==> config.mk <==
export PLATFORM = sky130hd
export DESIGN_NAME = carry_tagged_pe_alu_flat
export DESIGN_NICKNAME = d
export VERILOG_FILES = /design/src/rtl/cpa_pkg.sv /design/src/rtl/cpa_if.sv /design/src/rtl/carry_tagged_pe_alu.sv /design/src/flat_wrapper.sv
export SDC_FILE = /design/constraint.sdc
export NUM_CORES = 1
export LEC_CHECK = 0
export ABC_AREA = 0
export BUFFER_PORTS_ARGS = -buffer_cell sky130_fd_sc_hd__buf_2
export CAP_MARGIN = 20
export CORE_MARGIN = 5
export CORE_UTILIZATION = 55
export DETAILED_ROUTE_END_ITERATION = 10
export GPL_TIMING_DRIVEN = 0
export PLACE_DENSITY = 0.79
export REMOVE_ABC_BUFFERS = 1
export SLEW_MARGIN = 20
export SYNTH_ARGS = -nofsm -noshare
export SYNTH_HDL_FRONTEND = slang
export SYNTH_SLANG_ARGS = --single-unit
==> constraint.sdc <==
create_clock -name clk_i -period 10.3 [get_ports clk_i]
set_input_delay 1.545 -clock clk_i [delete_from_list [all_inputs] [get_ports clk_i]]
set_output_delay 1.545 -clock clk_i [all_outputs]
set_load 0.01 [all_outputs]
==> src/rtl/cpa_pkg.sv <==
package cpa_pkg;

  typedef enum logic [3:0] {
    OP_NOP  = 4'd0,
    OP_ADD  = 4'd1,
    OP_SUB  = 4'd2,
    OP_MULT = 4'd3,
    OP_SL   = 4'd4,
    OP_SR   = 4'd5,
    OP_SRA  = 4'd6,
    OP_SEL  = 4'd7,
    OP_CAT  = 4'd8,
    OP_NOT  = 4'd9,
    OP_AND  = 4'd10,
    OP_OR   = 4'd11,
    OP_XOR  = 4'd12,
    OP_EQL  = 4'd13,
    OP_GT   = 4'd14,
    OP_LT   = 4'd15
  } op_e;

  localparam int unsigned OpBits = 4;

endpackage

==> src/rtl/cpa_if.sv <==
interface cpa_req_if #(
  parameter int unsigned WORD_BITS = 24
);
  logic                 valid;
  logic                 ready;
  logic [3:0]           operation;
  logic [WORD_BITS:0]   operand_a;
  logic [WORD_BITS:0]   operand_b;

  modport source (output valid, output operation, output operand_a, output operand_b,
                  input ready);
  modport sink   (input valid, input operation, input operand_a, input operand_b,
                  output ready);
endinterface

interface cpa_rsp_if #(
  parameter int unsigned WORD_BITS = 24
);
  logic                 valid;
  logic                 ready;
  logic [WORD_BITS:0]   result;

  modport source (output valid, output result, input ready);
  modport sink   (input valid, input result, output ready);
endinterface

==> src/rtl/carry_tagged_pe_alu.sv <==
// ALU of one array processing element. Each word is a WORD_BITS magnitude with
// a carry/sign flag in bit WORD_BITS. An operation transfer is captured in an
// input register and its result moves into an output register once that
// register is empty or being taken, and then shows on out_o. One operation is
// accepted every cycle while out_o is not stalled; the path from ready of out_o
// to ready of in_i is combinational, and the input register takes one more
// operation while a finished result waits at the output, after which in_i
// stalls until out_o is taken. The longest logic is the WORD_BITS x WORD_BITS
// magnitude multiplier between the two registers.
module carry_tagged_pe_alu
  import cpa_pkg::*;
#(
  parameter int unsigned WORD_BITS = 24
) (
  input  logic       clk_i,
  input  logic       rst_ni,
  cpa_req_if.sink    in_i,
  cpa_rsp_if.source  out_o
);

  localparam int unsigned DataBits = WORD_BITS + 1;
  localparam int unsigned ShBits   = $clog2(WORD_BITS + 1);

  logic                s1_valid_q;
  op_e                 op_q;
  logic [WORD_BITS:0]  a_q;
  logic [WORD_BITS:0]  b_q;
  logic                s2_valid_q;
  logic [WORD_BITS:0]  res_q;
  logic [WORD_BITS:0]  res_d;
  logic                s1_adv;
  logic                in_xfer;

  logic [WORD_BITS-1:0]   mag_a;
  logic [WORD_BITS-1:0]   mag_b;
  logic [2*WORD_BITS-1:0] prod;
  logic                   sh_big;
  logic [ShBits-1:0]      sh_amt;
  logic                   a_gt_b;

  assign s1_adv      = !s2_valid_q || out_o.ready;
  assign in_i.ready  = !s1_valid_q || s1_adv;
  assign in_xfer     = in_i.valid && in_i.ready;
  assign out_o.valid = s2_valid_q;
  assign out_o.result = res_q;

  always_ff @(posedge clk_i or negedge rst_ni) begin
    if (!rst_ni) begin
      s1_valid_q <= 1'b0;
      s2_valid_q <= 1'b0;
    end else begin
      if (in_i.ready) begin
        s1_valid_q <= in_i.valid;
      end
      if (s1_adv) begin
        s2_valid_q <= s1_valid_q;
      end
    end
  end

  always_ff @(posedge clk_i) begin
    if (in_xfer) begin
      op_q <= op_e'(in_i.operation[OpBits-1:0]);
      a_q  <= in_i.operand_a;
      b_q  <= in_i.operand_b;
    end
    if (s1_adv && s1_valid_q) begin
      res_q <= res_d;
    end
  end

  assign mag_a  = a_q[WORD_BITS-1:0];
  assign mag_b  = b_q[WORD_BITS-1:0];
  assign prod   = mag_a * mag_b;
  assign sh_big = b_q > DataBits'(WORD_BITS);
  assign sh_amt = b_q[ShBits-1:0];

  always_comb begin
    case ({a_q[WORD_BITS], b_q[WORD_BITS]})
      2'b00:   a_gt_b = mag_a > mag_b;
      2'b01:   a_gt_b = 1'b1;
      2'b11:   a_gt_b = mag_a < mag_b;
      default: a_gt_b = 1'b0;
    endcase
  end

  always_comb begin
    case (op_q)
      OP_NOP:  res_d = '0;
      OP_ADD:  res_d = a_q + b_q;
      OP_SUB:  res_d = a_q - b_q;
      OP_MULT: res_d = {a_q[WORD_BITS] ^ b_q[WORD_BITS], prod[WORD_BITS-1:0]};
      OP_SL:   res_d = sh_big ? '0 : (a_q << sh_amt);
      OP_SR:   res_d = sh_big ? '0 : (a_q >> sh_amt);
      OP_SRA:  res_d = sh_big ? '0 : DataBits'($signed(a_q) >>> sh_amt);
      OP_SEL:  res_d = a_q[WORD_BITS] ? b_q : a_q;
      OP_CAT:  res_d = a_q;
      OP_NOT:  res_d = ~a_q;
      OP_AND:  res_d = a_q & b_q;
      OP_OR:   res_d = a_q | b_q;
      OP_XOR:  res_d = a_q ^ b_q;
      OP_EQL:  res_d = (mag_a == mag_b) ? {1'b1, mag_a} : '0;
      OP_GT:   res_d = {a_gt_b, {WORD_BITS{1'b0}}};
      OP_LT:   res_d = {!a_gt_b, {WORD_BITS{1'b0}}};
      default: res_d = '0;
    endcase
  end

endmodule

==> src/flat_wrapper.sv <==
// flat-port wrapper written by rule: the top's interface ports become plain ports
module carry_tagged_pe_alu_flat import cpa_pkg::*;
#(
  parameter int unsigned WORD_BITS = 24
)
  (clk_i, rst_ni, in_i_valid, in_i_operation, in_i_operand_a, in_i_operand_b, in_i_ready, out_o_valid, out_o_result, out_o_ready);
  cpa_req_if #(.WORD_BITS(WORD_BITS)) in_i_i ();
  cpa_rsp_if #(.WORD_BITS(WORD_BITS)) out_o_i ();
  input  logic clk_i;
  input  logic rst_ni;
  input wire logic [$bits(in_i_i.valid)-1:0] in_i_valid;
  input wire logic [$bits(in_i_i.operation)-1:0] in_i_operation;
  input wire logic [$bits(in_i_i.operand_a)-1:0] in_i_operand_a;
  input wire logic [$bits(in_i_i.operand_b)-1:0] in_i_operand_b;
  output wire logic [$bits(in_i_i.ready)-1:0] in_i_ready;
  output wire logic [$bits(out_o_i.valid)-1:0] out_o_valid;
  output wire logic [$bits(out_o_i.result)-1:0] out_o_result;
  input wire logic [$bits(out_o_i.ready)-1:0] out_o_ready;
  assign in_i_i.valid = in_i_valid;
  assign in_i_i.operation = in_i_operation;
  assign in_i_i.operand_a = in_i_operand_a;
  assign in_i_i.operand_b = in_i_operand_b;
  assign in_i_ready = in_i_i.ready;
  assign out_o_valid = out_o_i.valid;
  assign out_o_result = out_o_i.result;
  assign out_o_i.ready = out_o_ready;
  carry_tagged_pe_alu #(.WORD_BITS(WORD_BITS)) u_core (.clk_i(clk_i), .rst_ni(rst_ni), .in_i(in_i_i), .out_o(out_o_i));
endmodule
==> impl_results.md <==
- DRT iter0 DRCs: 2053
- Max-Cap Viols: 0
- Initial antenna violation count: 1
- Vias after detailed routing: 17400
- Cell-internal power: 3210 uW
- Library cells used by synthesis: 78
- CTS tree: built
- Setup Fix Bufs, Post-CTS: 0
- Switching share of power: 0.565
- Max clock buf depth: 2
- Die Ht: 195 um
- # rows: 67
- First-pass GRT wire length: 103 mm
- # DRC: 0
- CP required: 10350 ps
- Crit path max fanout: 18
- Worst-skew pair later-pin latency: 360 ps
- Slew @ Worst Pin: 1250 ps
- Synth Instances: 2223
- Clock transition at the registers of the reported paths: 70 ps
- Period utilization: 0.861
- Reg power frac: 0.067
- Clock group share of total power: 0.044
- Layout cells sized above 1: 0.101
- Wire per inst: 25.3 um
- Fin. Hold Viols: 0
- Die ar.: 37800 um^2
- Synthesized area per cell: 8.42 um^2
- Remaining antenna violation count after routing: 0
- Primary FF master, synth: edfxtp_1
- # fillers: 2917
- Placed Cells: 2677
- Fin cells: 2696
- # IOs: 85
- # resized after CTS: 0
- Detailed Routing Iterations Pass 1: 9
- HP Class: reg -> reg
- #FFs+latches synth: 81
- Worst slew margin: 0.158
- Clock Sink Count: 81
- Crit path DAT: 8910 ps
- Routed WL: 68.1 mm
- Final #Nets: 2699
- Comb pwr share: 0.889
- Final setup vio count: 0
- Sw power: 4170 uW
- Async set-reset flop share out of synthesis: 0.0247
- Core area: 33600 um^2
- Tot Pwr: 7390 uW
- Peak VDD IR: 754 uV
- Layout overhead on the synthesized area: 9.07%
- # hold bufs at CTS: 0
- Antenna cells: 0
- Highest clock rate: 0.113 GHz
- Crit Path Category: reg -> reg
- Total Routing Usage GR: 0.354
- Final min period: 8870 ps
- Startpoint Class: register
- Outcome: complete, no violations
- Final Max Tran Viols: 0
- Cell Area, Synth: 18700 um^2
- Starting Density: 0.557
- Power Dens Cells: 362 nW/um^2
- Overflow after GRT: 0
- Seq/Total Area, Yosys: 0.129
- Final Hold Slack: 508 ps
- Post-synth EDFFs: 79
- Via density: 6.46
- Die width: 195 um
- Post-layout util: 0.608
- PortBufs: 84
- Clk root buf: clkbuf_16
- H-tree depth: 3
- Cell leakage power: 0.00949 uW
- Yosys warning count: 0
- Detailed Place HPWL: 52.4 mm
- RSZ-0062 raised after global routing: no
- Clk_skew: 22.5 ps
- Pin count of the biggest net entering global routing: 47
- CTS Buf Count: 9
- Vias in the first global route: 17700
- Critical Path End Type: register
- Final Wtd Congestion: 1.02
## synth_stat cells, drive strengths merged (16+ instances only)
library cell	count	share of area
o221ai	17	0.0080
xnor2	79	0.037
fa	214	0.23
a31oi	16	0.0053
a211oi	25	0.010
ha	184	0.12
o2111ai	17	0.0080
nand2b	22	0.0073
a21oi	96	0.026
buf	45	0.012
a221oi	16	0.0075
xor2	18	0.0084
nand2	253	0.051
a21o	17	0.0069
o21ai	76	0.020
mux4	41	0.049
inv	368	0.074
mux2i	47	0.025
o22ai	20	0.0067
edfxtp	79	0.13
nor3	23	0.0061
clkbuf	85	0.017
nor2	270	0.054
## layout by cell type, fill, tap and decap left out, types with 24 or more instances in the layout
master / synthesis / final
nor2_1: 269 / 269
edfxtp_1: 79 / 79
xnor2_1: 79 / 79
fa_1: 214 / 214
a211oi_1: 24 / 24
buf_2: 12 / 84
o21ai_0: 73 / 73
buf_8: 0 / 33
ha_1: 184 / 184
mux2i_1: 47 / 47
a21oi_1: 96 / 96
mux4_2: 41 / 41
nand2_1: 253 / 253
inv_1: 363 / 362
## power by group through the flow
stage               sequential [uW]  clock (uW)  combinational (uW)
floorplan                       509           0                4410
global placement                557           0                6140
detailed placement              504           0                6390
CTS                             497         320                6460
global route                    498         336                7060
finish                          498         321                6570
## path summary, 6_finish.rpt
| check | start | endpoint | slack (ps) | depth (start not counted) |
|---|---|---|---|---|
| max | u_core.a_q[1] | u_core.out_o.result[19] | 1430 | 22 |
| max reg2reg | u_core.a_q[1] | u_core.out_o.result[19] | 1430 | 22 |
| min in group asynchronous | rst_ni | u_core.s1_valid_q | 970 | 1 |
| min | u_core.s1_valid_q | u_core.out_o.valid | 510 | 1 |
| min reg2reg | u_core.s1_valid_q | u_core.out_o.valid | 510 | 1 |
| max in group asynchronous | rst_ni | u_core.out_o.valid | 9240 | 1 |
## through the flow
stage	TNS, ps	cell area [um^2]	setup WS [ps]
after floorplan	0	18200	1890
after global placement	-1730	19200	-583
after detailed placement	0	20100	1700
after CTS	0	20400	1680
after global routing	0	20400	1440
final	0	20400	1430
## critical path, cell delays in order (launching register included)
cell and delay [ps]:
edfxtp_1 1130, clkinv_1 1250, nor2_1 390, fa_1 470, ha_1 290, inv_1 50
fa_1 480, inv_1 50, ha_1 190, fa_1 500, inv_1 60, fa_1 440
fa_1 510, inv_1 40, ha_1 360, a21o_1 200, a2111o_1 410, a41oi_2 260
o31ai_1 170, a2111o_1 430, and3_1 200, xnor2_1 410, o211ai_1 230
## area by class of cell
cell class                 count  area [um^2]  share of cell area
multi-input combinational   1636        14400               0.704
sequential                    81         2420               0.119
inverter                     376         1410              0.0691
timing repair buffer         139         1360              0.0667
tap                          448          561              0.0274
clock buffer                  10          229              0.0112
clock inverter                 6         51.3             0.00251
## per-layer routing
| layer | vias up | GRT usage | part of all wire |
|---|---|---|---|
| met2 | 1250 | 0.538 | 0.44 |
| met1 | 8430 | 0.453 | 0.36 |
| met3 | 295 | 0.104 | 0.13 |
| met4 | 0 | 0.198 | 0.070 |
| met5 | - | 0 | 0 |
| li1 | 7436 | - | - |
## sequential cells by signal, summed over array words and instances, names as in the netlist
name	flops
u_core.a_q	25
u_core.b_q	25
u_core.op_q	4
u_core.out_o.result	25
u_core.out_o.valid	1
u_core.s1_valid_q	1
## cells by family after synthesis
group                    after synthesis  synth area share
AO/OA/AOI/OAI                        397             0.144
XOR/XNOR                              98            0.0466
adder cells (fa/ha/maj)              398             0.352
buffers and inverters                506             0.104
flip-flops                            81             0.129
multiplexers                          92            0.0768
AND/OR/NAND/NOR                      651             0.147
(Power assumes the default switching activity.)
